==> src/hdl/flow_vector_to_hsv_defines.svh <==
// Assertion macros for the flow-to-HSV block.
// Needs clk and rst_n in the scope where a macro is used.
`ifndef FLOW_VECTOR_TO_HSV_DEFINES_SVH
`define FLOW_VECTOR_TO_HSV_DEFINES_SVH
`ifndef SYNTHESIS
// Check a property while out of reset.
`define FVH_ASSERT(lbl, prop) \
  lbl: assert property (@(posedge clk) disable iff (!rst_n) prop) \
    else $error("fvh assertion failed");
// Check a property at every edge, reset included.
`define FVH_ASSERT_RST(lbl, prop) \
  lbl: assert property (@(posedge clk) prop) \
    else $error("fvh assertion failed");
`else
`define FVH_ASSERT(lbl, prop)
`define FVH_ASSERT_RST(lbl, prop)
`endif
`endif

==> src/hdl/fvh_pkg.sv <==
// Shared types, constants and tables of the flow-to-HSV block.
// No dependencies.
package fvh_pkg;

  localparam int THR_W      = 16;
  localparam int GAIN_W     = 4;
  localparam int CFG_IDX_W  = 2;
  localparam int CFG_DATA_W = 16;

  localparam logic [CFG_IDX_W-1:0] CFG_BOOST_THRESHOLD = 2'd0;
  localparam logic [CFG_IDX_W-1:0] CFG_BOOST_GAIN      = 2'd1;

  localparam logic [THR_W-1:0]  BOOST_THRESHOLD_RST = 16'd128;
  localparam logic [GAIN_W-1:0] BOOST_GAIN_RST      = 4'd8;

  // tangent table, scaled by 10^9
  localparam int TAN_W = 30;
  localparam logic [TAN_W-1:0] TAN_SCALE = 30'd1000000000;

  localparam int HUE_SECTORS      = 22;
  localparam int SECTOR_W         = 5;
  localparam int HUE_SEARCH_STEPS = 5;

  localparam int ROOT_BITS = 8;
  localparam int RAD_W     = 2 * ROOT_BITS;
  localparam int REM_W     = RAD_W - ROOT_BITS + 3;

  localparam int HUE_W    = 8;
  localparam int BRIGHT_W = 8;

  localparam logic [HUE_W-1:0]    QUAD_SECTORS = 8'd45;
  localparam logic [HUE_W-1:0]    HUE_MAX      = 8'd179;
  localparam logic [BRIGHT_W-1:0] BRIGHT_MAX   = 8'd255;

  typedef enum logic [1:0] {
    QUAD_0 = 2'd0,
    QUAD_1 = 2'd1,
    QUAD_2 = 2'd2,
    QUAD_3 = 2'd3
  } fvh_quad_t;

  typedef struct packed {
    logic                valid;
    fvh_quad_t           quad;
    logic                swapped;
    logic                zero;
    logic                sat;
    logic                eq;
    logic [SECTOR_W-1:0] sector;
  } fvh_ctl_t;

  function automatic logic [TAN_W-1:0] fvh_tan(input logic [SECTOR_W-1:0] k);
    logic [TAN_W-1:0] t;
    case (k)
      5'd1:    t = 30'd34920769;
      5'd2:    t = 30'd69926812;
      5'd3:    t = 30'd105104235;
      5'd4:    t = 30'd140540835;
      5'd5:    t = 30'd176326981;
      5'd6:    t = 30'd212556562;
      5'd7:    t = 30'd249328003;
      5'd8:    t = 30'd286745386;
      5'd9:    t = 30'd324919696;
      5'd10:   t = 30'd363970234;
      5'd11:   t = 30'd404026226;
      5'd12:   t = 30'd445228685;
      5'd13:   t = 30'd487732589;
      5'd14:   t = 30'd531709432;
      5'd15:   t = 30'd577350269;
      5'd16:   t = 30'd624869352;
      5'd17:   t = 30'd674508517;
      5'd18:   t = 30'd726542528;
      5'd19:   t = 30'd781285627;
      5'd20:   t = 30'd839099631;
      5'd21:   t = 30'd900404044;
      5'd22:   t = 30'd965688775;
      default: t = '0;
    endcase
    return t;
  endfunction

  // hue offset of a quadrant, in 2-degree units
  function automatic logic [HUE_W-1:0] quad_base(input fvh_quad_t q);
    logic [HUE_W-1:0] b;
    case (q)
      QUAD_0:  b = 8'd0;
      QUAD_1:  b = 8'd45;
      QUAD_2:  b = 8'd90;
      QUAD_3:  b = 8'd135;
      default: b = 8'd0;
    endcase
    return b;
  endfunction

endpackage

==> src/hdl/fvh_cell.sv <==
// One digit cell: a root bit of the brightness and, in the first cells,
// one halving step of the hue sector search. Two register stages; uses fvh_pkg.
module fvh_cell #(
  parameter int FLOW_BITS = 16,
  parameter int STEP      = 0
) (
  input  logic                                clk,
  input  logic                                rst_n,
  input  logic                                en,
  input  fvh_pkg::fvh_ctl_t                   ctl_i,
  input  logic [FLOW_BITS-1:0]                den_i,
  input  logic [FLOW_BITS+fvh_pkg::TAN_W-1:0] num_i,
  input  logic [fvh_pkg::RAD_W-1:0]           m_i,
  input  logic [fvh_pkg::REM_W-1:0]           rem_i,
  input  logic [fvh_pkg::ROOT_BITS-1:0]       root_i,
  output fvh_pkg::fvh_ctl_t                   ctl_o,
  output logic [FLOW_BITS-1:0]                den_o,
  output logic [FLOW_BITS+fvh_pkg::TAN_W-1:0] num_o,
  output logic [fvh_pkg::RAD_W-1:0]           m_o,
  output logic [fvh_pkg::REM_W-1:0]           rem_o,
  output logic [fvh_pkg::ROOT_BITS-1:0]       root_o
);

  localparam int PW    = FLOW_BITS + fvh_pkg::TAN_W;
  localparam int TW    = fvh_pkg::SECTOR_W + 1;
  localparam int HUE_B = (1 << (fvh_pkg::HUE_SEARCH_STEPS - 1)) >> STEP;
  localparam int PAIR  = fvh_pkg::ROOT_BITS - 1 - STEP;
  localparam int RB    = fvh_pkg::ROOT_BITS;
  localparam int RW    = fvh_pkg::REM_W;

  // stage A: form the trial sector and its tangent product
  logic [TW-1:0] t;
  logic          try_s;

  always_comb begin
    t     = TW'(ctl_i.sector) + TW'(HUE_B);
    try_s = (HUE_B != 0) && (t <= TW'(fvh_pkg::HUE_SECTORS));
  end

  fvh_pkg::fvh_ctl_t      ctl_a_r, ctl_b_r;
  logic [FLOW_BITS-1:0]   den_a_r, den_b_r;
  logic [PW-1:0]          num_a_r, num_b_r, prod_a_r;
  logic [fvh_pkg::RAD_W-1:0] m_a_r, m_b_r;
  logic [RW-1:0]          rem_a_r, rem_b_r;
  logic [RB-1:0]          root_a_r, root_b_r;
  logic [TW-1:0]          t_a_r;
  logic                   try_a_r;

  always_ff @(posedge clk) begin
    if (!rst_n) begin
      ctl_a_r <= '0;
    end else if (en) begin
      ctl_a_r <= ctl_i;
    end
  end

  always_ff @(posedge clk) begin
    if (en) begin
      den_a_r  <= den_i;
      num_a_r  <= num_i;
      m_a_r    <= m_i;
      rem_a_r  <= rem_i;
      root_a_r <= root_i;
      t_a_r    <= t;
      try_a_r  <= try_s;
      prod_a_r <= PW'(den_i) * PW'(fvh_pkg::fvh_tan(t[fvh_pkg::SECTOR_W-1:0]));
    end
  end

  // stage B: sector compare and one restoring root step
  fvh_pkg::fvh_ctl_t ctl_b_nxt;
  logic [RW-1:0]     rem_sh, trial, rem_b_nxt;
  logic [RB-1:0]     root_b_nxt;

  always_comb begin
    ctl_b_nxt = ctl_a_r;
    if (try_a_r && (num_a_r >= prod_a_r)) begin
      ctl_b_nxt.sector = t_a_r[fvh_pkg::SECTOR_W-1:0];
      ctl_b_nxt.eq     = (num_a_r == prod_a_r);
    end
    rem_sh = {rem_a_r[RW-3:0], m_a_r[2*PAIR +: 2]};
    trial  = RW'({root_a_r, 2'b01});
    if (rem_sh >= trial) begin
      rem_b_nxt  = rem_sh - trial;
      root_b_nxt = {root_a_r[RB-2:0], 1'b1};
    end else begin
      rem_b_nxt  = rem_sh;
      root_b_nxt = {root_a_r[RB-2:0], 1'b0};
    end
  end

  always_ff @(posedge clk) begin
    if (!rst_n) begin
      ctl_b_r <= '0;
    end else if (en) begin
      ctl_b_r <= ctl_b_nxt;
    end
  end

  always_ff @(posedge clk) begin
    if (en) begin
      den_b_r  <= den_a_r;
      num_b_r  <= num_a_r;
      m_b_r    <= m_a_r;
      rem_b_r  <= rem_b_nxt;
      root_b_r <= root_b_nxt;
    end
  end

  assign ctl_o  = ctl_b_r;
  assign den_o  = den_b_r;
  assign num_o  = num_b_r;
  assign m_o    = m_b_r;
  assign rem_o  = rem_b_r;
  assign root_o = root_b_r;

endmodule

==> config.mk <==
export PLATFORM = sky130hd
export DESIGN_NAME = fvh_cell
export DESIGN_NICKNAME = d
export VERILOG_FILES = /design/src/hdl/flow_vector_to_hsv_defines.svh /design/src/hdl/fvh_pkg.sv /design/src/hdl/fvh_cell.sv
export SDC_FILE = /design/constraint.sdc
export NUM_CORES = 2
export LEC_CHECK = 0
export BUFFER_PORTS_ARGS = -buffer_cell sky130_fd_sc_hd__buf_2
export CORE_MARGIN = 2
export CORE_UTILIZATION = 40
export CTS_BUF_LIST = sky130_fd_sc_hd__clkbuf_8
export CTS_CLUSTER_DIAMETER = 30
export CTS_CLUSTER_SIZE = 20
export DETAILED_ROUTE_END_ITERATION = 10
export SLEW_MARGIN = 25
export SYNTH_ARGS = -nofsm -noshare
export SYNTH_HDL_FRONTEND = slang
export SYNTH_SLANG_ARGS = --single-unit
==> constraint.sdc <==
create_clock -name clk -period 10.9 [get_ports clk]
set_clock_uncertainty 0.15 [all_clocks]
set_input_delay 2.18 -clock clk [delete_from_list [all_inputs] [get_ports clk]]
set_output_delay 2.18 -clock clk [all_outputs]
set_load 0.05 [all_outputs]
# ---- Word level (Yosys, flattened, before mapping)
# Memories as Yosys holds them, arrays and structs flattened.
# Cells that the tools add are included.
# W data, S select, Z words.
dict set report totals {
  inputBits 112
  mem_count 1
  register_bits 268
  mem_bits_ro 960
  out_inout_bits 109
}
# memory words width rd rd_clocked_by_memory_dff write_ports line_no
set mem_list {}
lappend mem_list {{(no name shown)} 32 30 1 0 0 fvh_pkg.sv:54} ;# case (k)
dict set report classes {
  eq_ne 1
  add_sub_neg 2
  mux 4
  magnitude_cmp 3
  multipliers 1
  reduce_logical 1
}
# cell n
set ops {}
lappend ops {{$eq A46 B46 Y1} 1}
lappend ops {{$ge A46 B46 Y1} 1}
lappend ops {{$mul A16 B30 Y46} 1}
lappend ops {{$mux W30} 1}
lappend ops {{$ge A11 B10 Y1} 1}
lappend ops {{$mux W11} 1}
lappend ops {{$sub A11 B10 Y11} 1}
lappend ops {{$add A5 B5 Y6 const B} 1}
lappend ops {{$le A6 B5 Y1 const B} 1}
lappend ops {{$mux W6} 1}
lappend ops {{$logic_and A1 B1 Y1} 1}
lappend ops {{$mux W1} 1}

# ---- Depth between registers and ports, before layout
# An unclocked memory read counts as a cell.
dict set report logic_depth {
  word_depth 4
  mapped_depth 34
  ltp_nobuf 30
}

# ---- Least setup slack after synthesis
# Ideal clock, no wire load.
dict set report synth_path {
  path_kind {input to register}
  start {in ctl_i[1] (netlist bit)}
  end {reg prod_a_r[45] (data pin)}
  setup_slack_ns 1.057
  required_time_ns 10.490
  arrival_ns 9.433
  cell_stages 27
  path_cell_list {clkbuf_1 clkinv_1 ha_1 clkbuf_1 mux4_2 o21ai_0 clkbuf_1 nand2_1 fa_1 inv_1 fa_1 fa_1 fa_1 fa_1 inv_1 fa_1 inv_1 ha_1 nand4_1 or4_1 a2bb2oi_1 o2111ai_1 a31o_2 a21boi_4 o211ai_1 a21oi_2 xnor2_1}
}
dict set report synth_between {
  elab_chain_len 4
}
# element line_no
set synth_lines {}
lappend synth_lines {{start, declared} fvh_cell.sv:10} ;# input fvh_pkg::fvh_ctl_t ctl_i,
lappend synth_lines {{$add A5 B5 Y6} fvh_cell.sv:36} ;# t = TW'(ctl_i.sector) + TW'(HUE_B);
lappend synth_lines {{$mem_v2 Z32 W30} n/a}
lappend synth_lines {{$mux W30} fvh_cell.sv:58} ;# if (en) begin
lappend synth_lines {{$mul A16 B30 Y46} fvh_cell.sv:66} ;# prod_a_r <= PW'(den_i) * PW'(fvh_pkg::fvh_tan(t[fvh_pkg::SECTOR_W-1:0]));
lappend synth_lines {{end signal, assigned} fvh_cell.sv:66}
lappend synth_lines {{end, declared} fvh_cell.sv:42} ;# logic [PW-1:0] num_a_r, num_b_r, prod_a_r;
# No other way between the ends. The select of a mux whose other input is x is not followed.
# A chain may end at the register's enable or synchronous reset.

# ---- Worst setup path after layout
dict set report layout_path {
  start {in ctl_i[1] (netlist bit)}
  end {reg prod_a_r[44] (data pin)}
}
# The elaborated chain is that of the path after synthesis.

==> flow_summary.toml <==
[grt]
grtUsageTotal_pct = 20.2
grt-busiest-layer = "met2"
grt_pass1_vias = 19500
grt_pass1_wl_mm = 106
grt_max_degree = 182
met3_usage_pct = 3.12
use_met2_pct = 33.0
grt_util_met1_pct = 27.7
grt_overflow_total = 0
antenna_found_initial = 3

[die]
ios = 221
core_um2 = 64300
num_rows = 93
initial_core_util_pct = 40.4
die_h_um = 259
die-area_um2 = 67100
die_w_um = 259

[timing]
hold_violations = 0
post-route-min-period_ps = 9830
rsz0062_at_grt = "no"
worst_pin_slew_ps = 1100
relSlewSlack_pct = 26.4
final-setup-viol-count = 0
fmax_mhz = 102
maxSlewViolCount = 0
final.setup.tns_ps = 0
period_share_pct = 90.2

[logic_synthesis]
yosysSeqAreaShare_pct = 30.0
yosysTopAreaCellShare_pct = 30.0
ys_types = 65
synthTopCellsByCount = "inv_1, fa_1, nand2_1, edfxtp_1, and2_1"
ys_warn_count = 0
async_reset_ff_share_pct = 0
postSynthCellCount = 2501
synth_top_family_by_area = "adder cells"
synth.most_common_cell = "inv_1"
synthTopCellsByArea = "fa_1, edfxtp_1, ha_1"
avgSynthCellArea_um2 = 10.4
synth_top_area_cell = "fa_1"
synth_nets = 3185
synth_area_um2 = 26000
synth_edf_count = 244
yosys.area_share.adder_pct = 38.7
synth_ff_type = "edfxtp_1"
synthMuxAreaShare_pct = 1.10
synth-xor-area-share_pct = 1.65
synth_compound_area_share_pct = 7.21
synth_simple_gate_area_share_pct = 12.6
synth-seq-cells = 268

[clock_tree]
numCtsBuffers = 51
post_cts_resized = 0
cts_hold_buf = 0
cts-root-buf = "clkbuf_8"
clk_pin_slew_ps = 60
tritoncts = "built"
clock_latency_ps = 610
cts_buffer_depth = 3
clock-sinks = 268
cts_setup_buffers = 0
h-tree-depth = 2

[critical_path]
r2r_end = "ctl_o[1]"
r2r.worst_path.cells = 10
r2r_start = "num_a_r[44]"
worstPathRequired_ps = 11080
reg2reg_slack_ps = 7400
critPathMaxFanout = 11
crit_path_end_kind = "register"
critical_path_arrival_ps = 10010
critPathLaunchType = "primary input"
startpoint = "ctl_i[1]"
path_class = "in2reg"

[routing]
drc = 0
ant_nets = 0
wl_per_cell_um = 18.3
drt-total-wl_mm = 66.4
avgViaCountPerCell = 5.05
dr.pass1.iters = 6
vias = 18300
first_iter_violations = 1329

[cells_and_area]
drive_gt1_share_pct = 14.1
syn_to_final_growth_pct = 13.4
fin_nets = 3407

[outcome]
outcome = "finished clean"

[placed_design]
dp_hpwl_mm = 49.4
gp_routability_congestion = 0.886
portBuffers = 218

[min_path]
hold_path.class = "reg2reg"
min_to = "den_o[5]"
min_path_cells = 0
hp-start = "den_a_r[5]"

[run]
drv_cap = 0
[final cells by class]
type	instances	area, um2
Antenna cell	2	5.00
Clock buffer	54	743
Clock inverter	41	409
Fill cell	6010	34800
Inverter	490	1840
Multi-Input combinational cell	1632	16000
Sequential cell	268	7810
Tap cell	855	1070
Timing Repair Buffer	280	1600
[stage by stage]
| stage | util [%] | hold WS [ps] | setup slack [ps] | instance area [um2] | std cells |
|---|---|---|---|---|---|
| global route | 45.8 | 277 | 764 | 29500 | 3621 |
| global placement | 44.0 | 251 | 553 | 28300 | 3525 |
| detailed placement | 44.1 | 256 | 599 | 28300 | 3525 |
| CTS | 45.8 | 271 | 1200 | 29500 | 3620 |
| floorplan | - | 250 | 1060 | 26000 | 2501 |
| finish | 45.8 | 268 | 1070 | 29500 | 3622 |
[routing by layer]
| metal | up-vias | part of all wire, % |
|---|---|---|
| li1 | 8336 | - |
| met1 | 9248 | 44 |
| met2 | 596 | 47 |
| met3 | 122 | 6.5 |
| met4 | 4 | 2.5 |
| met5 | - | 0.032 |
[worst max path at each step]
| stage | end | slack, ps | cells past startpoint |
|---|---|---|---|
| 5_1_grt | prod_a_r[42] | 760 | 32 |
| 6_report | prod_a_r[44] | 1070 | 28 |
| 4_1_cts | prod_a_r[44] | 1200 | 28 |
| 3_3_place_gp | prod_a_r[44] | 550 | 25 |
| 3_5_place_dp | prod_a_r[44] | 600 | 28 |
| 2_1_floorplan | prod_a_r[45] | 1060 | 27 |
[logic make-up after synthesis]
logic type      count (synthesis)
xor+xnor                       49
flops                         268
fa+ha+maj                     572
simple gates                  694
compound gates                291
mux                            26
buf+inv                       601
[sequential cells by signal, summed over array words and instances (netlist names), 9 cells and up]
register / flops
ctl_a_r: 12
ctl_o: 12
den_a_r: 16
den_o: 16
m_a_r: 16
m_o: 16
num_a_r: 46
num_o: 46
prod_a_r: 46
rem_a_r: 9
rem_o: 11
[layout by cell type, fill, tap and decap left out, types with 24 or more instances in the layout]
cell type	instances
nand2_1	356
edfxtp_1	244
inv_1	493
nor2b_1	25
mux2i_1	24
a21o_1	46
buf_4	59
and2_1	188
ha_1	182
buf_2	217
a21oi_1	88
xnor2_1	32
fa_1	390
dfxtp_1	24
nor2_1	57
o21ai_0	57
clkbuf_8	54
[critical path, stage by stage]
cell and delay [ps]:
buf_2 90, clkinv_1 290, ha_1 580, nand2_1 180, a31oi_1 140, o21ai_2 630
buf_4 250, nand2_1 70, fa_1 500, fa_1 560, fa_1 540, inv_1 60
fa_1 490, fa_1 530, inv_1 50, fa_1 470, inv_1 40, ha_1 340
a21oi_1 410, a21oi_1 130, a211o_1 340, o21ai_0 250, buf_4 160, a21oi_1 50
buf_4 150, a211o_1 250, a21oi_1 180, xnor2_1 90
Power is left out: the tool's default activity adds up to more than one toggle a clock period on the data nets, which glitch-free logic cannot reach.
