<file path="src/hdl/flow_vector_to_hsv_defines.svh">
// Assertion macros for the flow-to-HSV block.
// Needs clk and rst_n in the scope where a macro is used.
`ifndef FLOW_VECTOR_TO_HSV_DEFINES_SVH
`define FLOW_VECTOR_TO_HSV_DEFINES_SVH
`ifndef SYNTHESIS
// Check a property while out of reset.
`define FVH_ASSERT(lbl, prop) \
  lbl: assert property (@(posedge clk) disable iff (!rst_n) prop) \
    else $error("fvh assertion failed");
// Check a property at every edge, reset included.
`define FVH_ASSERT_RST(lbl, prop) \
  lbl: assert property (@(posedge clk) prop) \
    else $error("fvh assertion failed");
`else
`define FVH_ASSERT(lbl, prop)
`define FVH_ASSERT_RST(lbl, prop)
`endif
`endif

</file>
<file path="src/hdl/fvh_pkg.sv">
// Shared types, constants and tables of the flow-to-HSV block.
// No dependencies.
package fvh_pkg;

  localparam int THR_W      = 16;
  localparam int GAIN_W     = 4;
  localparam int CFG_IDX_W  = 2;
  localparam int CFG_DATA_W = 16;

  localparam logic [CFG_IDX_W-1:0] CFG_BOOST_THRESHOLD = 2'd0;
  localparam logic [CFG_IDX_W-1:0] CFG_BOOST_GAIN      = 2'd1;

  localparam logic [THR_W-1:0]  BOOST_THRESHOLD_RST = 16'd128;
  localparam logic [GAIN_W-1:0] BOOST_GAIN_RST      = 4'd8;

  // tangent table, scaled by 10^9
  localparam int TAN_W = 30;
  localparam logic [TAN_W-1:0] TAN_SCALE = 30'd1000000000;

  localparam int HUE_SECTORS      = 22;
  localparam int SECTOR_W         = 5;
  localparam int HUE_SEARCH_STEPS = 5;

  localparam int ROOT_BITS = 8;
  localparam int RAD_W     = 2 * ROOT_BITS;
  localparam int REM_W     = RAD_W - ROOT_BITS + 3;

  localparam int HUE_W    = 8;
  localparam int BRIGHT_W = 8;

  localparam logic [HUE_W-1:0]    QUAD_SECTORS = 8'd45;
  localparam logic [HUE_W-1:0]    HUE_MAX      = 8'd179;
  localparam logic [BRIGHT_W-1:0] BRIGHT_MAX   = 8'd255;

  typedef enum logic [1:0] {
    QUAD_0 = 2'd0,
    QUAD_1 = 2'd1,
    QUAD_2 = 2'd2,
    QUAD_3 = 2'd3
  } fvh_quad_t;

  typedef struct packed {
    logic                valid;
    fvh_quad_t           quad;
    logic                swapped;
    logic                zero;
    logic                sat;
    logic                eq;
    logic [SECTOR_W-1:0] sector;
  } fvh_ctl_t;

  function automatic logic [TAN_W-1:0] fvh_tan(input logic [SECTOR_W-1:0] k);
    logic [TAN_W-1:0] t;
    case (k)
      5'd1:    t = 30'd34920769;
      5'd2:    t = 30'd69926812;
      5'd3:    t = 30'd105104235;
      5'd4:    t = 30'd140540835;
      5'd5:    t = 30'd176326981;
      5'd6:    t = 30'd212556562;
      5'd7:    t = 30'd249328003;
      5'd8:    t = 30'd286745386;
      5'd9:    t = 30'd324919696;
      5'd10:   t = 30'd363970234;
      5'd11:   t = 30'd404026226;
      5'd12:   t = 30'd445228685;
      5'd13:   t = 30'd487732589;
      5'd14:   t = 30'd531709432;
      5'd15:   t = 30'd577350269;
      5'd16:   t = 30'd624869352;
      5'd17:   t = 30'd674508517;
      5'd18:   t = 30'd726542528;
      5'd19:   t = 30'd781285627;
      5'd20:   t = 30'd839099631;
      5'd21:   t = 30'd900404044;
      5'd22:   t = 30'd965688775;
      default: t = '0;
    endcase
    return t;
  endfunction

  // hue offset of a quadrant, in 2-degree units
  function automatic logic [HUE_W-1:0] quad_base(input fvh_quad_t q);
    logic [HUE_W-1:0] b;
    case (q)
      QUAD_0:  b = 8'd0;
      QUAD_1:  b = 8'd45;
      QUAD_2:  b = 8'd90;
      QUAD_3:  b = 8'd135;
      default: b = 8'd0;
    endcase
    return b;
  endfunction

endpackage

</file>
<file path="src/hdl/fvh_front.sv">
// Front pipeline: quadrant fold, squared length, boost and saturation.
// Feeds the digit cells; uses fvh_pkg.
module fvh_front #(
  parameter int FLOW_BITS     = 16,
  parameter int FRACTION_BITS = 6
) (
  input  logic                                          clk,
  input  logic                                          rst_n,
  input  logic                                          en,
  input  logic                                          in_valid,
  input  logic signed [FLOW_BITS-1:0]                   flow_x,
  input  logic signed [FLOW_BITS-1:0]                   flow_y,
  input  logic [fvh_pkg::THR_W-1:0]                     thr,
  input  logic [fvh_pkg::GAIN_W-1:0]                    gain,
  output fvh_pkg::fvh_ctl_t                             ctl_o,
  output logic [FLOW_BITS-1:0]                          den_o,
  output logic [FLOW_BITS+fvh_pkg::TAN_W-1:0]           num_o,
  output logic [fvh_pkg::RAD_W-1:0]                     m_o
);

  localparam int SW  = 2 * FLOW_BITS;
  localparam int CW  = (SW > 2 * fvh_pkg::THR_W) ? SW : 2 * fvh_pkg::THR_W;
  localparam int VW  = SW + 2 * fvh_pkg::GAIN_W;
  localparam int LW  = (VW > 2 * FRACTION_BITS + fvh_pkg::RAD_W + 1) ?
                       VW : 2 * FRACTION_BITS + fvh_pkg::RAD_W + 1;
  localparam int PW  = FLOW_BITS + fvh_pkg::TAN_W;
  localparam int GGW = 2 * fvh_pkg::GAIN_W;
  localparam int TSW = 2 * fvh_pkg::THR_W;

  // stage 0: fold into first quadrant
  logic [FLOW_BITS-1:0] x_u, y_u, ax, ay, u, v;
  logic                 xpos, xneg, ypos, yneg, swap;
  fvh_pkg::fvh_quad_t   quad;
  fvh_pkg::fvh_ctl_t    ctl0_nxt;

  always_comb begin
    x_u  = flow_x;
    y_u  = flow_y;
    ax   = flow_x[FLOW_BITS-1] ? (~x_u + 1'b1) : x_u;
    ay   = flow_y[FLOW_BITS-1] ? (~y_u + 1'b1) : y_u;
    xneg = flow_x[FLOW_BITS-1];
    yneg = flow_y[FLOW_BITS-1];
    xpos = !xneg && (x_u != '0);
    ypos = !yneg && (y_u != '0);
    if (xpos && !yneg) begin
      quad = fvh_pkg::QUAD_0;
    end else if (!xpos && ypos) begin
      quad = fvh_pkg::QUAD_1;
    end else if (xneg && !ypos) begin
      quad = fvh_pkg::QUAD_2;
    end else begin
      quad = fvh_pkg::QUAD_3;
    end
    if (quad == fvh_pkg::QUAD_1 || quad == fvh_pkg::QUAD_3) begin
      u = ay;
      v = ax;
    end else begin
      u = ax;
      v = ay;
    end
    swap = v > u;
    ctl0_nxt         = '0;
    ctl0_nxt.valid   = in_valid;
    ctl0_nxt.quad    = quad;
    ctl0_nxt.swapped = swap;
    ctl0_nxt.zero    = (x_u == '0) && (y_u == '0);
  end

  fvh_pkg::fvh_ctl_t    ctl0_r, ctl1_r, ctl2_r, ctl3_r, ctl4_r;
  logic [FLOW_BITS-1:0] ax0_r, ay0_r, den0_r, num0_r;
  logic [FLOW_BITS-1:0] den1_r, den2_r, den3_r, den4_r;
  logic [SW-1:0]        sqx1_r, sqy1_r, s2_r;
  logic [PW-1:0]        numsc1_r, numsc2_r, numsc3_r, numsc4_r;
  logic [TSW-1:0]       thrsq1_r;
  logic                 boost2_r;
  logic [GGW-1:0]       gg2_r;
  logic [VW-1:0]        val3_r;
  logic [fvh_pkg::RAD_W-1:0] m4_r;

  logic [SW-1:0]     s_sum;
  logic [LW-1:0]     v_sh;
  logic              sat;
  fvh_pkg::fvh_ctl_t ctl4_nxt;

  always_comb begin
    s_sum        = sqx1_r + sqy1_r;
    v_sh         = LW'(val3_r) >> (2 * FRACTION_BITS);
    sat          = |v_sh[LW-1:fvh_pkg::RAD_W];
    ctl4_nxt     = ctl3_r;
    ctl4_nxt.sat = sat;
  end

  always_ff @(posedge clk) begin
    if (!rst_n) begin
      ctl0_r <= '0;
      ctl1_r <= '0;
      ctl2_r <= '0;
      ctl3_r <= '0;
      ctl4_r <= '0;
    end else if (en) begin
      ctl0_r <= ctl0_nxt;
      ctl1_r <= ctl0_r;
      ctl2_r <= ctl1_r;
      ctl3_r <= ctl2_r;
      ctl4_r <= ctl4_nxt;
    end
  end

  always_ff @(posedge clk) begin
    if (en) begin
      ax0_r    <= ax;
      ay0_r    <= ay;
      den0_r   <= swap ? v : u;
      num0_r   <= swap ? u : v;
      sqx1_r   <= SW'(ax0_r) * SW'(ax0_r);
      sqy1_r   <= SW'(ay0_r) * SW'(ay0_r);
      numsc1_r <= PW'(num0_r) * PW'(fvh_pkg::TAN_SCALE);
      thrsq1_r <= TSW'(thr) * TSW'(thr);
      den1_r   <= den0_r;
      s2_r     <= s_sum;
      boost2_r <= CW'(s_sum) > CW'(thrsq1_r);
      gg2_r    <= GGW'(gain) * GGW'(gain);
      den2_r   <= den1_r;
      numsc2_r <= numsc1_r;
      val3_r   <= boost2_r ? (VW'(s2_r) * VW'(gg2_r)) : VW'(s2_r);
      den3_r   <= den2_r;
      numsc3_r <= numsc2_r;
      m4_r     <= v_sh[fvh_pkg::RAD_W-1:0];
      den4_r   <= den3_r;
      numsc4_r <= numsc3_r;
    end
  end

  assign ctl_o = ctl4_r;
  assign den_o = den4_r;
  assign num_o = numsc4_r;
  assign m_o   = m4_r;

endmodule

</file>
<file path="config.mk">
export PLATFORM = sky130hd
export DESIGN_NAME = fvh_front
export DESIGN_NICKNAME = d
export VERILOG_FILES = /design/src/hdl/flow_vector_to_hsv_defines.svh /design/src/hdl/fvh_pkg.sv /design/src/hdl/fvh_front.sv
export SDC_FILE = /design/constraint.sdc
export NUM_CORES = 2
export LEC_CHECK = 0
export BUFFER_PORTS_ARGS = -buffer_cell sky130_fd_sc_hd__buf_2
export CORE_MARGIN = 2
export CORE_UTILIZATION = 70
export DETAILED_ROUTE_END_ITERATION = 10
export PLACE_DENSITY = 0.95
export SYNTH_ARGS = -nofsm -noshare
export SYNTH_HDL_FRONTEND = slang
export SYNTH_SLANG_ARGS = --single-unit
export TNS_END_PERCENT = 100
</file>
<file path="constraint.sdc">
create_clock -name clk -period 11.3 [get_ports clk]
set_input_delay 1.13 -clock clk [delete_from_list [all_inputs] [get_ports clk]]
set_output_delay 1.13 -clock clk [all_outputs]
set_load 0.01 [all_outputs]
</file>
== Yosys cells after proc, flatten, opt, wreduce, memory -nomap -nowiden ==
Index checks and enable logic that the tools add are counted.
Storage, ports and cells
  register bits after elaboration: 495
  output and inout port bits: 90
Cells by class
  equality and inequality tests: 2
  bitwise logic cells: 2
  reductions and logical operators: 16
  multipliers: 6
  multiplexer cells: 10
  $add $sub $neg: 3
  $lt $le $gt $ge: 2
Operator list (count)
  $mul A16 B16 Y32: 3
  $mux W16: 6
  $mul A32 B8 Y40: 1
  $mul A16 B21 Y37 const B: 1
  $add A16 B1 Y16 const B: 2
  $add A32 B32 Y32: 1
  $gt A32 B32 Y1: 1
  $logic_not A16 Y1: 2
  $mux W32: 1
  $not A16 Y16: 2
  $reduce_bool A16 Y1: 2
  $gt A16 B16 Y1: 1
  $reduce_or A12 Y1: 1
  $mul A4 B4 Y8: 1
  $logic_and A1 B1 Y1: 6
  $logic_not A1 Y1: 4
  $mux W2: 2
  $eq A2 B1 Y1 const B: 1
  $eq A2 B2 Y1 const B: 1
  $logic_or A1 B1 Y1: 1
  $mux W1: 1

== Depth between registers and ports, before layout ==
  depth in word-level cells: 12
  gate-level depth with buffers: 27
  mapped depth without buffers: 26

== Least setup slack after synthesis ==
Ideal clock, no wire load.
  kind: input port to flip-flop
  start: input thr[1] in the netlist's numbering
  end: register thrsq1_r[31], data pin
  setup slack: 4247 ps
  data arrival time: 6793 ps
  stages: 25
  required time: 11040 ps
  path buffers: 2
  cells stage by stage: clkbuf_1 -> clkbuf_1 -> nand2_1 -> inv_1 -> fa_1 -> inv_1 -> fa_1 -> inv_1 -> fa_1 -> fa_1 -> fa_1 -> inv_1 -> fa_1 -> inv_1 -> ha_1 -> a21o_1 -> a21o_1 -> a21oi_1 -> a211o_1 -> a311oi_1 -> a311o_1 -> a21oi_1 -> o2111ai_1 -> a21oi_1 -> xnor2_1
On the way
  cells in the longest elaborated chain, start to end: 1
RTL lines
  from (decl): line fvh_front.sv:13  | input logic [fvh_pkg::THR_W-1:0] thr,
  $mul A16 B16 Y32: line fvh_front.sv:118  | thrsq1_r <= TSW'(thr) * TSW'(thr);
  to (signal assigned): line fvh_front.sv:118
  to (decl): line fvh_front.sv:74  | logic [TSW-1:0] thrsq1_r;
Every way passes these cells.
A chain may end at the register's enable or synchronous reset.

== Worst setup path in the final report ==
  start: register ax0_r[9]
  end: register sqx1_r[30], data pin
On the way
  cells in the longest elaborated chain, start to end: 1
RTL lines
  from (decl): line fvh_front.sv:70  | logic [FLOW_BITS-1:0] ax0_r, ay0_r, den0_r, num0_r;
  from (signal assigned): line fvh_front.sv:111  | ax0_r <= ax;
  $mul A16 B16 Y32: line fvh_front.sv:115  | sqx1_r <= SW'(ax0_r) * SW'(ax0_r);
  to (signal assigned): line fvh_front.sv:115
  to (decl): line fvh_front.sv:72  | logic [SW-1:0] sqx1_r, sqy1_r, s2_r;
Every way passes these cells.

==> metrics.cfg <==
[outcome]
status = finished, final reports clean

[cts]
cts_setup_buffers = 0
clockBufferDepth = 3
cts_made_buffers = 53
clock-sinks = 479
worstSkewPairLatency_ns = 0.62
cts-resized-gates = 0
tritoncts = yes
clk_pin_slew_ns = 0.06
root_buffer = clkbuf_16
hold_buffers = 0
cts-htree-levels = 2

[setup_path]
crit_required_ns = 11.75
r2r_end = sqx1_r[30]
worstSetupStartpointType = register
critPathLaunch = ax0_r[9]
endpoint_kind = register
path_max_fanout = 17
r2r_start = ax0_r[9]
rr_worst_depth = 25
endpoint = sqx1_r[30]
r2r_slack_ns = 3.69
path_class = reg2reg
arrival_ns = 8.06

[detailed_routing]
drc = 0
ant_nets = 0
vias = 36800
vias_per_cell = 5.89
drt_iter0_markers = 3062
dr.pass1.iters = 6
wire_per_inst_um = 19.4
wirelength_um = 121000

[floorplanning]
die-width_um = 282
num_io_pins = 146
coreArea_um2 = 76100
die_area_um2 = 79300
start_util = 0.709
num_rows = 101
die_h_um = 282

[sta]
timing.slew.headroom = 0.204
final_max_slew_viol_count = 0
setup_slack_ns = 3.69
grt_setup_unrepaired = false
tns_ns = 0
max_freq_ghz = 0.131
period_minus_slack_ns = 7.61
setup_violations = 0
finalCritPeriodShare = 0.674
worstMarginPinSlew_ns = 1.19
fin_skew_ns = 0.0183
hold_viol_final = 0

[layout]
insertedDiodeCount = 0
drive_gt1_frac = 0.0600
fin_cells = 6245
finalInstanceArea_um2 = 57200
nNetsFinal = 6598
final_cell_mix = inv_1 (1213), fa_1 (768), ha_1 (604)
area_growth_pct = 5.96
fillers = 4640
multi_input_area_um2 = 34800
final_common_cell = inv_1
seqCellArea_um2 = 14100

[logic_synthesis]
synth_edf_count = 453
synthFlopType = edfxtp_1
syn_avg_cell_area_um2 = 10.6
synth_seq_cells = 479
synth_async_sr_flop_share = 0
synthCells = 5088
synth_area_um2 = 54000
synth-seq-area-share = 0.262
synth_warnings = 0
ys_types = 97

[global_route]
antenna_found_initial = 1
grt_pass1_wl_um = 200000
grt_pass1_vias = 40000
grt_start_max_net_pins = 156
grt_usage = 0.319
gr-total-overflow = 0

[placed_design]
gp_congestion = 0.964
place_area_um2 = 55500
dp.cells = 6145
preCtsSetupSlack_ns = 3.85
port_buffers = 130
dpl.hpwl_um = 94400

[min_path]
hold_path.class = reg2reg

[job]
max_cap_viol_count = 0

stage by stage:
step                      hold slack (ns)   util
after floorplan                     0.400      -
after global placement              0.401  0.729
after detailed placement            0.405  0.729
after CTS                           0.419  0.752
after global routing                0.422  0.752
final                               0.418  0.752
critical path: stages, from the launching register on:
cell and delay (ns):
edfxtp_1 0.69, and2_1 0.32, fa_1 0.50, inv_1 0.05, fa_1 0.53, inv_1 0.05, fa_1 0.49, inv_1 0.05
fa_1 0.53, inv_1 0.05, fa_1 0.47, inv_1 0.05, fa_1 0.48, inv_1 0.05, ha_1 0.36, a21oi_1 0.17
o21bai_1 0.09, a21oi_1 0.18, nand2_1 0.08, a41oi_1 0.41, o21ai_0 0.28, a21oi_1 0.21, nor2_1 0.08, o41ai_1 0.49
or4b_2 0.64, o211ai_1 0.12
sequential cells by signal, indices dropped and copies added (netlist names), 28 cells and up:
register	count
num_o	37
numsc1_r	37
numsc2_r	37
numsc3_r	37
s2_r	32
sqx1_r	31
sqy1_r	31
thrsq1_r	31
val3_r	28
cell families after synthesis:
group	share of synthesized area
AO/OA/AOI/OAI	0.0645
XOR/XNOR	0.0361
adder cells (fa/ha/maj)	0.426
buffers and inverters	0.0953
flip-flops	0.262
multiplexers	0.0134
other	0.0000695
AND/OR/NAND/NOR	0.103
layout make-up:
cell class                 count  share of cell area
tap                         1030              0.0225
inverter                    1216              0.0798
multi-input combinational   3280               0.608
timing repair buffer         140              0.0131
clock inverter                40             0.00604
clock buffer                  60              0.0237
sequential                   479               0.247
routing by layer:
metal / vias to the layer above / routed length, µm / global-route usage / share of wire
met4: 2 / 7570 / 0.174 / 0.062
met5: - / 13 / 0 / 0.00011
met1: 18200 / 43600 / 0.383 / 0.36
li1: 16300 / - / - / -
met2: 1745 / 61200 / 0.553 / 0.50
met3: 523 / 8980 / 0.0537 / 0.074
how the worst min path moves through the flow:
| stage | startpoint | endpoint | slack (ns) | cells past startpoint |
|---|---|---|---|---|
| global placement | den2_r[14] | den3_r[14] | 0.40 | 0 |
| floorplan | den0_r[0] | den1_r[0] | 0.40 | 0 |
| CTS | val3_r[15] | m_o[3] | 0.42 | 0 |
| finish | numsc1_r[18] | numsc2_r[18] | 0.42 | 0 |
| detailed placement | den0_r[15] | den1_r[15] | 0.40 | 0 |
| global route | val3_r[15] | m_o[3] | 0.42 | 0 |
Yosys cell counts (36+ instances only):
master | n | area (µm²)
nor2b_1 | 64 | 400
mux2i_1 | 44 | 440
o21ai_0 | 69 | 345
edfxtp_1 | 453 | 13600
nand2b_1 | 36 | 225
ha_1 | 604 | 7560
clkbuf_1 | 98 | 368
a21oi_1 | 159 | 796
inv_1 | 1213 | 4550
xor2_1 | 64 | 561
xnor2_1 | 146 | 1280
and2_1 | 284 | 1780
fa_1 | 768 | 15400
a21o_1 | 64 | 480
nand2_1 | 350 | 1310
nor2_1 | 170 | 638
Power is not shown: default switching activity piles up to over one toggle a cycle in this logic, so the estimate is an artifact.
