[src/hdl/flow_vector_to_hsv_defines.svh]
// Assertion macros for the flow-to-HSV block.
// Needs clk and rst_n in the scope where a macro is used.
`ifndef FLOW_VECTOR_TO_HSV_DEFINES_SVH
`define FLOW_VECTOR_TO_HSV_DEFINES_SVH
`ifndef SYNTHESIS
// Check a property while out of reset.
`define FVH_ASSERT(lbl, prop) \
  lbl: assert property (@(posedge clk) disable iff (!rst_n) prop) \
    else $error("fvh assertion failed");
// Check a property at every edge, reset included.
`define FVH_ASSERT_RST(lbl, prop) \
  lbl: assert property (@(posedge clk) prop) \
    else $error("fvh assertion failed");
`else
`define FVH_ASSERT(lbl, prop)
`define FVH_ASSERT_RST(lbl, prop)
`endif
`endif

[src/hdl/fvh_pkg.sv]
// Shared types, constants and tables of the flow-to-HSV block.
// No dependencies.
package fvh_pkg;

  localparam int THR_W      = 16;
  localparam int GAIN_W     = 4;
  localparam int CFG_IDX_W  = 2;
  localparam int CFG_DATA_W = 16;

  localparam logic [CFG_IDX_W-1:0] CFG_BOOST_THRESHOLD = 2'd0;
  localparam logic [CFG_IDX_W-1:0] CFG_BOOST_GAIN      = 2'd1;

  localparam logic [THR_W-1:0]  BOOST_THRESHOLD_RST = 16'd128;
  localparam logic [GAIN_W-1:0] BOOST_GAIN_RST      = 4'd8;

  // tangent table, scaled by 10^9
  localparam int TAN_W = 30;
  localparam logic [TAN_W-1:0] TAN_SCALE = 30'd1000000000;

  localparam int HUE_SECTORS      = 22;
  localparam int SECTOR_W         = 5;
  localparam int HUE_SEARCH_STEPS = 5;

  localparam int ROOT_BITS = 8;
  localparam int RAD_W     = 2 * ROOT_BITS;
  localparam int REM_W     = RAD_W - ROOT_BITS + 3;

  localparam int HUE_W    = 8;
  localparam int BRIGHT_W = 8;

  localparam logic [HUE_W-1:0]    QUAD_SECTORS = 8'd45;
  localparam logic [HUE_W-1:0]    HUE_MAX      = 8'd179;
  localparam logic [BRIGHT_W-1:0] BRIGHT_MAX   = 8'd255;

  typedef enum logic [1:0] {
    QUAD_0 = 2'd0,
    QUAD_1 = 2'd1,
    QUAD_2 = 2'd2,
    QUAD_3 = 2'd3
  } fvh_quad_t;

  typedef struct packed {
    logic                valid;
    fvh_quad_t           quad;
    logic                swapped;
    logic                zero;
    logic                sat;
    logic                eq;
    logic [SECTOR_W-1:0] sector;
  } fvh_ctl_t;

  function automatic logic [TAN_W-1:0] fvh_tan(input logic [SECTOR_W-1:0] k);
    logic [TAN_W-1:0] t;
    case (k)
      5'd1:    t = 30'd34920769;
      5'd2:    t = 30'd69926812;
      5'd3:    t = 30'd105104235;
      5'd4:    t = 30'd140540835;
      5'd5:    t = 30'd176326981;
      5'd6:    t = 30'd212556562;
      5'd7:    t = 30'd249328003;
      5'd8:    t = 30'd286745386;
      5'd9:    t = 30'd324919696;
      5'd10:   t = 30'd363970234;
      5'd11:   t = 30'd404026226;
      5'd12:   t = 30'd445228685;
      5'd13:   t = 30'd487732589;
      5'd14:   t = 30'd531709432;
      5'd15:   t = 30'd577350269;
      5'd16:   t = 30'd624869352;
      5'd17:   t = 30'd674508517;
      5'd18:   t = 30'd726542528;
      5'd19:   t = 30'd781285627;
      5'd20:   t = 30'd839099631;
      5'd21:   t = 30'd900404044;
      5'd22:   t = 30'd965688775;
      default: t = '0;
    endcase
    return t;
  endfunction

  // hue offset of a quadrant, in 2-degree units
  function automatic logic [HUE_W-1:0] quad_base(input fvh_quad_t q);
    logic [HUE_W-1:0] b;
    case (q)
      QUAD_0:  b = 8'd0;
      QUAD_1:  b = 8'd45;
      QUAD_2:  b = 8'd90;
      QUAD_3:  b = 8'd135;
      default: b = 8'd0;
    endcase
    return b;
  endfunction

endpackage

[src/hdl/fvh_out_if.sv]
// Result channel of the flow-to-HSV block: hue and brightness per beat.
// Uses fvh_pkg for field widths.
interface fvh_out_if ();
  logic                             valid;
  logic                             ready;
  logic [fvh_pkg::HUE_W-1:0]    hue;
  logic [fvh_pkg::BRIGHT_W-1:0] brightness;

  modport source (output valid, output hue, output brightness, input ready);
  modport sink   (input valid, input hue, input brightness, output ready);
endinterface

[src/hdl/fvh_outbuf.sv]
// Result assembly and output register with a one-beat skid stage.
// Drives the pipeline advance enable; uses fvh_pkg and fvh_out_if.
`include "flow_vector_to_hsv_defines.svh"

module fvh_outbuf (
  input  logic                          clk,
  input  logic                          rst_n,
  input  fvh_pkg::fvh_ctl_t             ctl_i,
  input  logic [fvh_pkg::ROOT_BITS-1:0] root_i,
  output logic                          en,
  fvh_out_if.source                     out_ch
);

  logic [fvh_pkg::HUE_W-1:0]    base, sect, off, res_hue;
  logic [fvh_pkg::BRIGHT_W-1:0] res_bright;
  logic                         res_valid;

  always_comb begin
    base = fvh_pkg::quad_base(ctl_i.quad);
    sect = fvh_pkg::HUE_W'(ctl_i.sector);
    if (!ctl_i.swapped) begin
      off = sect;
    end else if (ctl_i.eq) begin
      off = fvh_pkg::QUAD_SECTORS - sect;
    end else begin
      off = fvh_pkg::QUAD_SECTORS - 8'd1 - sect;
    end
    res_hue    = ctl_i.zero ? '0 : base + off;
    res_bright = ctl_i.sat ? fvh_pkg::BRIGHT_MAX : fvh_pkg::BRIGHT_W'(root_i);
    res_valid  = ctl_i.valid;
  end

  logic                         out_valid_r, out_valid_nxt;
  logic                         skid_valid_r, skid_valid_nxt;
  logic [fvh_pkg::HUE_W-1:0]    out_hue_r, skid_hue_r;
  logic [fvh_pkg::BRIGHT_W-1:0] out_bright_r, skid_bright_r;
  logic                         load_out, load_skid, from_skid;

  // pipeline moves only while the skid stage is empty
  assign en = !skid_valid_r;

  always_comb begin
    out_valid_nxt  = out_valid_r;
    skid_valid_nxt = skid_valid_r;
    load_out       = 1'b0;
    load_skid      = 1'b0;
    from_skid      = 1'b0;
    if (skid_valid_r) begin
      if (out_ch.ready) begin
        from_skid      = 1'b1;
        skid_valid_nxt = 1'b0;
      end
    end else begin
      if (out_valid_r && out_ch.ready) begin
        out_valid_nxt = 1'b0;
      end
      if (res_valid) begin
        if (!out_valid_r || out_ch.ready) begin
          load_out      = 1'b1;
          out_valid_nxt = 1'b1;
        end else begin
          // park the beat, freeze the pipe next cycle
          load_skid      = 1'b1;
          skid_valid_nxt = 1'b1;
        end
      end
    end
  end

  always_ff @(posedge clk) begin
    if (!rst_n) begin
      out_valid_r  <= 1'b0;
      skid_valid_r <= 1'b0;
    end else begin
      out_valid_r  <= out_valid_nxt;
      skid_valid_r <= skid_valid_nxt;
    end
  end

  always_ff @(posedge clk) begin
    if (load_out) begin
      out_hue_r    <= res_hue;
      out_bright_r <= res_bright;
    end else if (from_skid) begin
      out_hue_r    <= skid_hue_r;
      out_bright_r <= skid_bright_r;
    end
    if (load_skid) begin
      skid_hue_r    <= res_hue;
      skid_bright_r <= res_bright;
    end
  end

  assign out_ch.valid      = out_valid_r;
  assign out_ch.hue        = out_hue_r;
  assign out_ch.brightness = out_bright_r;

  `FVH_ASSERT(a_skid_needs_out, skid_valid_r |-> out_valid_r)
  `FVH_ASSERT(a_frozen_holds_result, !en && res_valid |=> res_valid)
  `FVH_ASSERT(a_hue_in_range, out_valid_r |-> out_hue_r <= fvh_pkg::HUE_MAX)

endmodule

[src/flat_wrapper.sv]
// flat-port wrapper written by rule: the top's interface ports become plain ports
module fvh_outbuf_flat 
  (clk, rst_n, ctl_i, root_i, en, out_ch_valid, out_ch_hue, out_ch_brightness, out_ch_ready);
  fvh_out_if out_ch_i ();
  input  logic clk;
  input  logic rst_n;
  input  fvh_pkg::fvh_ctl_t ctl_i;
  input  logic [fvh_pkg::ROOT_BITS-1:0] root_i;
  output logic en;
  output wire logic [$bits(out_ch_i.valid)-1:0] out_ch_valid;
  output wire logic [$bits(out_ch_i.hue)-1:0] out_ch_hue;
  output wire logic [$bits(out_ch_i.brightness)-1:0] out_ch_brightness;
  input wire logic [$bits(out_ch_i.ready)-1:0] out_ch_ready;
  assign out_ch_valid = out_ch_i.valid;
  assign out_ch_hue = out_ch_i.hue;
  assign out_ch_brightness = out_ch_i.brightness;
  assign out_ch_i.ready = out_ch_ready;
  fvh_outbuf u_core (.clk(clk), .rst_n(rst_n), .ctl_i(ctl_i), .root_i(root_i), .en(en), .out_ch(out_ch_i));
endmodule
[config.mk]
export PLATFORM = sky130hd
export DESIGN_NAME = fvh_outbuf_flat
export DESIGN_NICKNAME = d
export VERILOG_FILES = /design/src/hdl/fvh_pkg.sv /design/src/hdl/fvh_out_if.sv /design/src/hdl/fvh_outbuf.sv /design/src/flat_wrapper.sv
export VERILOG_INCLUDE_DIRS = /design/src /design/src/hdl
export SDC_FILE = /design/constraint.sdc
export NUM_CORES = 1
export LEC_CHECK = 0
export BUFFER_PORTS_ARGS = -buffer_cell sky130_fd_sc_hd__buf_2
export CORE_MARGIN = 2
export CORE_UTILIZATION = 40
export DETAILED_ROUTE_END_ITERATION = 8
export MAX_ROUTING_LAYER = met4
export PLACE_DENSITY = 0.73
export SYNTH_ARGS = -nofsm -noshare
export SYNTH_HDL_FRONTEND = slang
export SYNTH_SLANG_ARGS = --single-unit
export TNS_END_PERCENT = 20
[constraint.sdc]
create_clock -name clk -period 2.7 [get_ports clk]
set_input_delay 0 -clock clk [delete_from_list [all_inputs] [get_ports clk]]
set_output_delay 0 -clock clk [all_outputs]
set_load 0.01 [all_outputs]
# Yosys cells after proc, flatten, opt, wreduce, memory -nomap -nowiden
# Cells that the tools add are included.
op_classes:
  n_mul: 0
  n_eq_ne: 3
  n_shift: 0
  order_cmp: 0
  add_sub_neg: 3
  n_reduce_logical: 6
  div: 0
  bitwise_logic: 0
  n_mux: 22
op_table:
  columns: ["op", "n"]
  rows:
  - ["$mux 8", 8]
  - ["$pmux 8 s4", 1]
  - ["$sub 6x5->7 const A", 2]
  - ["$mux 1", 13]
  - ["$add 8x8->8", 1]
  - ["$eq 2x2->1 const B", 2]
  - ["$eq 2x1->1 const B", 1]
  - ["$logic_not 1->1", 2]
  - ["$logic_not 2->1", 1]
  - ["$reduce_bool 2->1", 1]
  - ["$logic_and 1x1->1", 1]
  - ["$logic_or 1x1->1", 1]
word_totals:
  wordCells: 40
  latch_bits: 0
  output_inout_bits: 18
  mem_bits_rw: 0
  mem_bits_ro: 0
  mem_count: 0
  input_bits: 23
  ff_bits: 34

# Logic depth before layout (Yosys ltp)
# Gate-level depths: netlist of run 1.
depth:
  word_depth: 6
  ltp_mapped: 11

# Least setup slack after synthesis of run 1
# OpenSTA, ideal clock, no wires.
synth_timing:
  path_kind: "register to register"
  start: "reg u_core.skid_valid_r"
  end: "reg u_core.out_bright_r, in the netlist u_core.out_ch.brightness[0], enable pin"
  path_slack_ns: 0.645
  setup_ns: 0.411
  stages_incl_launch_ff: 3
  arrival_ns: 1.644
  path_cell_list: "dfxtp_1 > inv_1 > o21ai_0"
synth_between:
  elab_chain_cells: 2
  elab_cells_between_ends: 3
synth_lines:
  columns: ["element", "line_no", "text"]
  rows:
  - ["from (decl)", "fvh_outbuf.sv:34", "logic skid_valid_r, skid_valid_nxt;"]
  - ["from (signal assigned)", "fvh_outbuf.sv:76", "skid_valid_r <= skid_valid_nxt;"]
  - ["$mux 1", "fvh_outbuf.sv:48", "if (skid_valid_r) begin"]
  - ["$reduce_bool 2->1 (no line) (*)", null, null]
  - ["to (signal assigned)", "fvh_outbuf.sv:83", "out_bright_r <= res_bright;"]
  - ["to (signal assigned)", "fvh_outbuf.sv:86", "out_bright_r <= skid_bright_r;"]
  - ["to (decl)", "fvh_outbuf.sv:36", "logic [fvh_pkg::BRIGHT_W-1:0] out_bright_r, skid_bright_r;"]
# Every way passes the cells marked *; elsewhere a longest branch is shown, timed or not.
# A chain may end at the register's enable or synchronous reset.

# Worst setup path in the final report of run 1
layout_timing:
  start: "in ctl_i[9] in the netlist's numbering"
  end: "reg u_core.skid_hue_r[5] in the netlist's numbering (data pin)"
layout_between:
  elab_chain_cells: 4
  elab_cells_between_ends: 7
layout_lines:
  columns: ["element", "line_no", "text"]
  rows:
  - ["from (decl)", "flat_wrapper.sv:7", "input fvh_pkg::fvh_ctl_t ctl_i;"]
  - ["$eq 2x2->1, or another cell as far along", "fvh_pkg.sv:85", "case (q)"]
  - ["$pmux 8 s4 (*)", "fvh_pkg.sv:85", null]
  - ["$add 8x8->8 (*)", "fvh_outbuf.sv:28", "res_hue = ctl_i.zero ? '0 : base + off;"]
  - ["$mux 8 (*)", "fvh_outbuf.sv:28", null]
  - ["net u_core.res_hue, one bit", "fvh_outbuf.sv:14", "logic [fvh_pkg::HUE_W-1:0] base, sect, off, res_hue;"]
  - ["to (signal assigned)", "fvh_outbuf.sv:89", "skid_hue_r <= res_hue;"]
  - ["to (decl)", "fvh_outbuf.sv:35", "logic [fvh_pkg::HUE_W-1:0] out_hue_r, skid_hue_r;"]
# Mark *: on every way through the listed nets, which the timed path passes. The rest lies on a longest branch.

==> results.cfg, run 1 <==
[die]
dieArea_um2 = 5410
die_w_um = 73.6
io_pins = 41
coreArea_um2 = 4690
rows = 25
die_height_um = 73.6
start_util_pct = 41.3

[yosys]
synth_fp_nets = 196
synth_area_leaders = edfxtp_1 (50%), ha_1 (8.4%), mux2_2 (4.7%)
yosysTopAreaCell = edfxtp_1
synth_flop_cell = edfxtp_1
synth_edf_count = 32
ys_ff_latch = 34
synth_area_per_cell_um2 = 12.2
postSynthCellCount = 159
synth-async-reset-ratio_pct = 0
synth_top_cell_area_share_pct = 49.6
syn_area_um2 = 1940
yosysWarnings = 0
synth.yosys.seq_area_share_pct = 51.7
synth.distinct_cells = 45

[timing]
setup_viol = 0
finClkSkew_ns = 0.00378
hold_viol_final = 0
rsz0062_at_grt = false
whs_ns = 0.0567
fin_tns_setup_ns = 0
fin_ws_ns = 0.837
fmax_ghz = 0.537
worst_slew_pin_slew_ns = 0.515
finalCritPeriodShare_pct = 69.0
report.final.slew_viol_count = 0
period_needed_ns = 1.86
slew_headroom_pct = 65.6

[global_route]
grt_max_degree = 17
grt_pass1_vias = 1227
grt_overflow = 0
antenna_found_initial = 0
track_usage_pct = 14.3
grt_pass1_wl_um = 5660

[place]
gp_congestion = 0.778
io_buffers = 40
dpl.hpwl_um = 2590
placed_area_um2 = 2210
dp_slack_ns = 0.546

[worst_setup_path]
required_ns = 2.73
critPathCaptureType = register
critical_path_class = in -> reg
critPathMaxFanout = 6
arrival_ns = 1.89
cp-start-kind = input port

[final_layout]
antennaDiodeCount = 0
final_cell_area_um2 = 2400
drive_gt1_share_pct = 34.3
syn2layout_area_growth_pct = 24.2
nets = 253

[power_and_ir_drop]
ir_drop_mv = 0.206
p_per_area_nw_per_um2 = 549
power_uw = 1320
p_leak_uw = 0.00100

[detailed_routing]
finalWirelength_um = 3510
drc = 0
drt-initial-drc-count = 84
first_pass_iters = 4
viasPerCell = 5.04
ant_nets = 0
vias = 1362
wl_per_cell_um = 13.0

[outcome]
status = completed

[cts]
root_buffer = clkbuf_8
clk_pin_slew_worst_paths_ns = 0.06
clk_latency_ns = 0.28
cts_buffers = 5
cts_resized = 0
clkSinkCount = 34
htreeDepth = 2
cts_tree = done
clk_path_buf_depth = 2

[flow_run]
drv_cap = 0

[hold_path]
hold_path_class = in -> reg
==> per-stage QoR <==
step / utilization, % / std cells
3_5_place_dp: 47.1 / 254
5_1_grt: 51.2 / 270
2_1_floorplan: - / 159
4_1_cts: 51.2 / 270
6_report: 51.2 / 270
3_3_place_gp: 47.1 / 254
==> synth_stat cells (2+ instances only) <==
cell type / n
ha_1: 13
edfxtp_1: 32
o21ai_0: 7
a21oi_1: 3
nand3_1: 2
xnor2_1: 3
and3_1: 2
mux2_1: 4
nor2_1: 7
nand2_1: 11
o31ai_1: 2
dfxtp_1: 2
mux2_2: 8
inv_1: 12
nand2b_2: 2
or3_1: 2
o21a_1: 4
a21o_1: 2
nor3_1: 6
a211oi_1: 2
or2_2: 8
nor2b_1: 2
==> where the power goes <==
| part | switching (µW) | internal [µW] |
|---|---|---|
| Combinational | 144 | 121 |
| Clock | 165 | 266 |
| Sequential | 8.56 | 616 |
| Total | 317 | 1000 |
==> cells in the final DEF (no fill, tap or decap), types with 3 or more instances in the layout <==
| master | instances |
|---|---|
| a21oi_1 | 3 |
| buf_2 | 40 |
| buf_4 | 3 |
| clkbuf_8 | 5 |
| dlygate4sd3_1 | 9 |
| edfxtp_1 | 32 |
| ha_1 | 13 |
| inv_1 | 12 |
| mux2_1 | 4 |
| mux2_2 | 8 |
| nand2_1 | 11 |
| nor2_1 | 7 |
| nor3_1 | 6 |
| o21a_1 | 4 |
| o21ai_0 | 6 |
| or2_2 | 8 |
| xnor2_1 | 3 |
==> worst paths after layout <==
check | startpoint | endpoint | slack, ns | cells after the start
max | ctl_i[9] | u_core.skid_hue_r[5]$_DFFE_PP_ | 0.84 | 10
min | out_ch_ready | u_core.skid_valid_r$_SDFF_PN0_ | 0.06 | 3
max reg2reg | u_core.skid_valid_r$_SDFF_PN0_ | u_core.out_ch.hue[3]$_DFFE_PP_ | 1.11 | 3
min reg2reg | u_core.skid_bright_r[6]$_DFFE_PP_ | u_core.out_ch.brightness[6]$_DFFE_PP_ | 0.53 | 1
==> area by class of cell <==
type / count / area, µm²
Fill cell: 403 / 2290
Sequential cell: 34 / 1000
Multi-Input combinational cell: 111 / 875
Timing Repair Buffer: 52 / 313
Clock buffer: 5 / 68.8
Tap cell: 54 / 67.6
Inverter: 12 / 45.0
Clock inverter: 2 / 33.8
==> per-layer routing <==
| layer | vias to the layer above | track usage [%] | part of all wire, % |
|---|---|---|---|
| met5 | - | - | 0 |
| met4 | 0 | 6.46 | 0.83 |
| li1 | 708 | - | - |
| met1 | 605 | 17.4 | 49 |
| met2 | 46 | 21.7 | 45 |
| met3 | 3 | 4.39 | 5.4 |
==> sequential cells by signal, indices dropped and copies added, names as in the netlist <==
| register | count |
|---|---|
| u_core.skid_hue_r | 8 |
| u_core.skid_bright_r | 8 |
| u_core.out_ch.valid | 1 |
| u_core.skid_valid_r | 1 |
| u_core.out_ch.hue | 8 |
| u_core.out_ch.brightness | 8 |
==> worst max-delay path, cell delays in order <==
cell and delay, ns:
buf_2 0.10, inv_1 0.05, ha_1 0.26, nor2_1 0.25, inv_1 0.08, ha_1 0.29
a211o_1 0.34, a211oi_2 0.30, or3_1 0.16, a21oi_1 0.06
==> logic make-up after synthesis <==
family,count (synthesis),share of synthesized area [%]
buffers and inverters,14,3.10
xor gates and xnor gates,3,1.36
AOI/OAI and AO/OA,34,13.1
adders and majority gates,14,9.44
and+or+nand+nor,48,14.3
muxes,12,6.98
DFF,34,51.7
==> timing repair <==
item                      in CTS  in global routing
hold endpoints to repair      10                  0
hold buffers                   9                  0
setup buffers                  0                  0
(Power assumes the default switching activity.)
==> inputs of run 2 (changes only) <==
clock period = 1.8 ns   (was 2.7 ns; I/O delays follow)
==> run 2 against run 1 <==
  * Final cell count rose by 8.1%
  * Setup slack worse by 0.82 ns
  * Register-to-register slack worse by 0.88 ns
  * First-iteration DRC count down 3.6%
  * Combinational power increased by 89%
  * Largest cell class unchanged
==> results.cfg, run 2 (synthesis gave the netlist of run 1 again) <==
[worst_setup_path]
critPathCaptureType = register
arrival_ns = 1.82
required_ns = 1.84
critPathMaxFanout = 4
critical_path_class = in -> reg
cp-start-kind = input port

[detailed_routing]
drc = 0
ant_nets = 0
first_pass_iters = 4
drt-initial-drc-count = 81
finalWirelength_um = 3870
vias = 1451
viasPerCell = 4.97
wl_per_cell_um = 13.2

[die]
dieArea_um2 = 5410
start_util_pct = 41.3
coreArea_um2 = 4690
io_pins = 41
rows = 25
die_height_um = 73.6
die_w_um = 73.6

[timing]
report.final.slew_viol_count = 0
hold_viol_final = 0
finClkSkew_ns = 0.00571
slew_headroom_pct = 71.4
worst_slew_pin_slew_ns = 0.427
fin_ws_ns = 0.0193
finalCritPeriodShare_pct = 98.9
period_needed_ns = 1.78
setup_viol = 0
fmax_ghz = 0.562
rsz0062_at_grt = true

[hold_path]
hold_path_class = in -> reg

[power_and_ir_drop]
p_leak_uw = 0.00111
ir_drop_mv = 0.413
p_per_area_nw_per_um2 = 729

[global_route]
grt_max_degree = 17
grt_pass1_wl_um = 5940
antenna_found_initial = 0
grt_pass1_vias = 1358
track_usage_pct = 15.1
grt_overflow = 0

[place]
dpl.hpwl_um = 2720
dp_cells = 274
io_buffers = 40
gp_congestion = 0.808
dp_slack_ns = -0.310

[cts]
htreeDepth = 2
cts_tree = done
clkSinkCount = 34
clk_path_buf_depth = 2
root_buffer = clkbuf_8
cts_buffers = 5
clk_pin_slew_worst_paths_ns = 0.06
clk_latency_ns = 0.28

[outcome]
status = completed

[final_layout]
syn2layout_area_growth_pct = 39.1
nets = 274
fill_cells = 396
drive_gt1_share_pct = 49.6
layout_commonest_cell = buf_2
antennaDiodeCount = 0
fin_cells = 292
layout_common_cells = buf_2 (38), edfxtp_1 (32), buf_4 (24), nand2_1 (10)

[flow_run]
drv_cap = 0
## run 2: changes by cell type in the layout (fill, tap and decap cells not counted), sizes merged
cell	change
clkbuf	+1
clkinv	+1
buf	+21
bufinv	-1
## run 2: layout make-up
cell class / count / area (µm²) / area share [%]
inverter: 12 / 50.0 / 1.86
tap: 54 / 67.6 / 2.51
clock inverter: 2 / 8.76 / 0.325
multi-input combinational: 111 / 997 / 37.0
timing repair buffer: 73 / 495 / 18.4
clock buffer: 6 / 72.6 / 2.70
sequential: 34 / 1000 / 37.2
## run 2: final timing paths
check | startpoint | endpoint | slack [ns] | cells after the start
max reg2reg | u_core.skid_valid_r$_SDFF_PN0_ | u_core.out_ch.hue[7]$_DFFE_PP_ | 0.23 | 5
min | out_ch_ready | u_core.skid_valid_r$_SDFF_PN0_ | 0.05 | 3
min reg2reg | u_core.skid_bright_r[6]$_DFFE_PP_ | u_core.out_ch.brightness[6]$_DFFE_PP_ | 0.53 | 1
max | ctl_i[0] | u_core.skid_hue_r[5]$_DFFE_PP_ | 0.02 | 9
## run 2: metrics by stage
| stage | area (µm²) | hold WS [ns] | power [µW] | setup TNS (ns) | utilization (%) |
|---|---|---|---|---|---|
| after floorplan | 1940 | 0.118 | 1220 | -0.223 | - |
| after global placement | 2370 | 0.218 | 1370 | -2.28 | 50.6 |
| after detailed placement | 2370 | 0.220 | 1380 | -2.86 | 50.6 |
| after CTS | 2560 | 0.0342 | 1930 | 0 | 54.5 |
| after global routing | 2690 | 0.0459 | 2070 | -0.0631 | 57.4 |
| final | 2690 | 0.0461 | 1960 | 0 | 57.4 |
## run 2: repair_timing
action / CTS / global route
hold buffers: 9 / 0
endpoints found under the setup margin: 1 / 10
resized for setup: 1 / 33
buffers inserted: 0 / 1
pin swaps: 3 / 18
hold endpoints to repair: 10 / 0
cloned: 0 / 0
## run 2: metal layers
metal | global-route usage (%) | part of all wire [%] | routed length, µm | up-vias
li1 | - | - | - | 738
met1 | 17.7 | 43 | 1660 | 670
met2 | 24.7 | 51 | 1980 | 37
met3 | 4.12 | 4.4 | 169 | 6
met4 | 5.45 | 1.5 | 57 | 0
met5 | - | 0 | 0 | -
## run 2: critical path: stages
cell and delay, ns:
buf_2 0.11, inv_1 0.08, ha_4 0.19, mux2_4 0.29, ha_4 0.25, a211o_1 0.36, a211oi_4 0.31, or3_1 0.17
a21oi_2 0.05
## run 2: where the power goes
group | internal [µW] | total, µW | leakage, µW | switching (µW)
logic | 248 | 500 | 0.000754 | 251
clock network | 265 | 528 | 0.0000426 | 262
registers | 924 | 937 | 0.000315 | 12.8
total | 1440 | 1960 | 0.00111 | 526
==> inputs of run 3 (changes only) <==
GPL_TIMING_DRIVEN = 0   (was not set)
==> run 3 against run 2 <==
  * Setup slack improved by 0.010 ns
  * Clock power is 24% higher
  * Highest routed layer unchanged
  * Die area is the same
  * Total power grew 6.7%
  * Critical path type unchanged
==> results.cfg, run 3 (synthesis gave the netlist of run 1 again) <==
[die]
dieArea_um2 = 5410
rows = 25
die_w_um = 73.6
start_util_pct = 41.3
io_pins = 41
coreArea_um2 = 4690
die_height_um = 73.6

[power_and_ir_drop]
power_uw = 2100
p_per_area_nw_per_um2 = 792
ir_drop_mv = 0.377
p_leak_uw = 0.00105

[worst_setup_path]
cp-start-kind = input port
crit_chain = buf_4, inv_1, ha_4, mux2_4, ha_4, a211o_4, a211oi_4, or3_4, a21oi_2
required_ns = 1.82
crit_top_cell = ha_4
critical_path_class = in -> reg
crit_path_top_delay_cell = a211o_4
critPathMaxFanout = 4
arrival_ns = 1.79
slowest_delay_ns = 0.36
reg2reg_slack_ns = 0.21
critPathCaptureType = register

[timing]
setup_viol = 0
period_needed_ns = 1.77
fmax_ghz = 0.565
worst_slew_pin_slew_ns = 0.858
fin_ws_ns = 0.0296
hold_viol_final = 0
report.final.slew_viol_count = 0
whs_ns = 0.0207
finalCritPeriodShare_pct = 98.4
finClkSkew_ns = 0.00307
slew_headroom_pct = 42.7

[detailed_routing]
vias = 1396
viasPerCell = 5.08
drt-initial-drc-count = 60
finalWirelength_um = 3680
first_pass_iters = 4
drc = 0
ant_nets = 0
wl_per_cell_um = 13.4

[final_layout]
nets = 257
syn2layout_area_growth_pct = 36.8
drive_gt1_share_pct = 50.7
layout_common_cells = buf_2 (34), edfxtp_1 (32), nand2_1 (11), buf_4 (11), or2_2 (8)
fin_cells = 275
fin_util_pct = 56.4
layout_commonest_cell = buf_2
antennaDiodeCount = 0

[cts]
clk_pin_slew_worst_paths_ns = 0.07
cts_tree = done
root_buffer = clkbuf_8
clkSinkCount = 34
htreeDepth = 2
clk_latency_ns = 0.27
cts_buffers = 5
clk_path_buf_depth = 2

[place]
dpl.hpwl_um = 2510
dp_cells = 252
dp_slack_ns = -0.468
io_buffers = 39
gp_congestion = 0.729

[global_route]
grt_pass1_wl_um = 5400
grt_overflow = 0
grt_pass1_vias = 1246
antenna_found_initial = 0
track_usage_pct = 13.4
grt_max_degree = 18

[flow_run]
drv_cap = 0

[outcome]
status = completed

[hold_path]
hold_path_class = in -> reg
[run 3: metrics by stage]
step	cell area (µm²)	TNS, ns
after floorplan	1940	-0.223
after global routing	2650	-0.125
final	2650	0
after CTS	2380	-0.270
after detailed placement	2200	-9.62
after global placement	2200	-7.38
[run 3: layout make-up]
| cell class | instances | area [µm²] |
|---|---|---|
| plain buffers | 2 | 15.0 |
| clock buffers | 5 | 68.8 |
| clock inverters | 3 | 40.0 |
| fillers | 396 | 2040 |
| inverters | 12 | 55.1 |
| multi-input cells | 111 | 1050 |
| flip-flops and latches | 34 | 1000 |
| well taps | 54 | 67.6 |
| repair buffers | 54 | 349 |
[run 3: timing repair]
action / 4_1_cts / 5_1_grt
buffers inserted: 0 / 8
endpoints found under the hold margin: 8 / 0
hold buffers: 7 / 0
setup endpoints to repair: 40 / 10
resized for setup: 3 / 54
pin swaps: 4 / 22
gates cloned: 0 / 0
[run 3: path summary, 6_finish.rpt]
path,start,depth (start not counted),end
worst max-delay path,ctl_i[0],9,u_core.skid_hue_r[5]$_DFFE_PP_
worst max register to register,u_core.out_ch.valid$_SDFFE_PN0N_,2,u_core.skid_bright_r[5]$_DFFE_PP_
worst min-delay path,root_i[7],2,u_core.skid_bright_r[7]$_DFFE_PP_
worst min register to register,u_core.skid_bright_r[4]$_DFFE_PP_,1,u_core.out_ch.brightness[4]$_DFFE_PP_
[run 3: power breakdown]
part / switching (µW) / internal [µW] / total, µW
clock: 249 / 407 / 655
combinational: 255 / 249 / 504
sequential: 11.5 / 924 / 936
[run 3: worst max-delay path, delay by kind of cell]
kind                     cells  cell delay (ns)
buffers and inverters        2             0.20
AO/OA/AOI/OAI                3             0.69
AND/OR/NAND/NOR              1             0.17
adder cells (fa/ha/maj)      2             0.42
multiplexers                 1             0.29
[run 3: per-layer routing]
metal,wire length (µm),vias up,global-route usage [%]
li1,-,710,-
met1,1560,643,15.6
met2,1930,39,22.4
met3,158,4,2.88
met4,40,0,5.45
met5,0,-,-
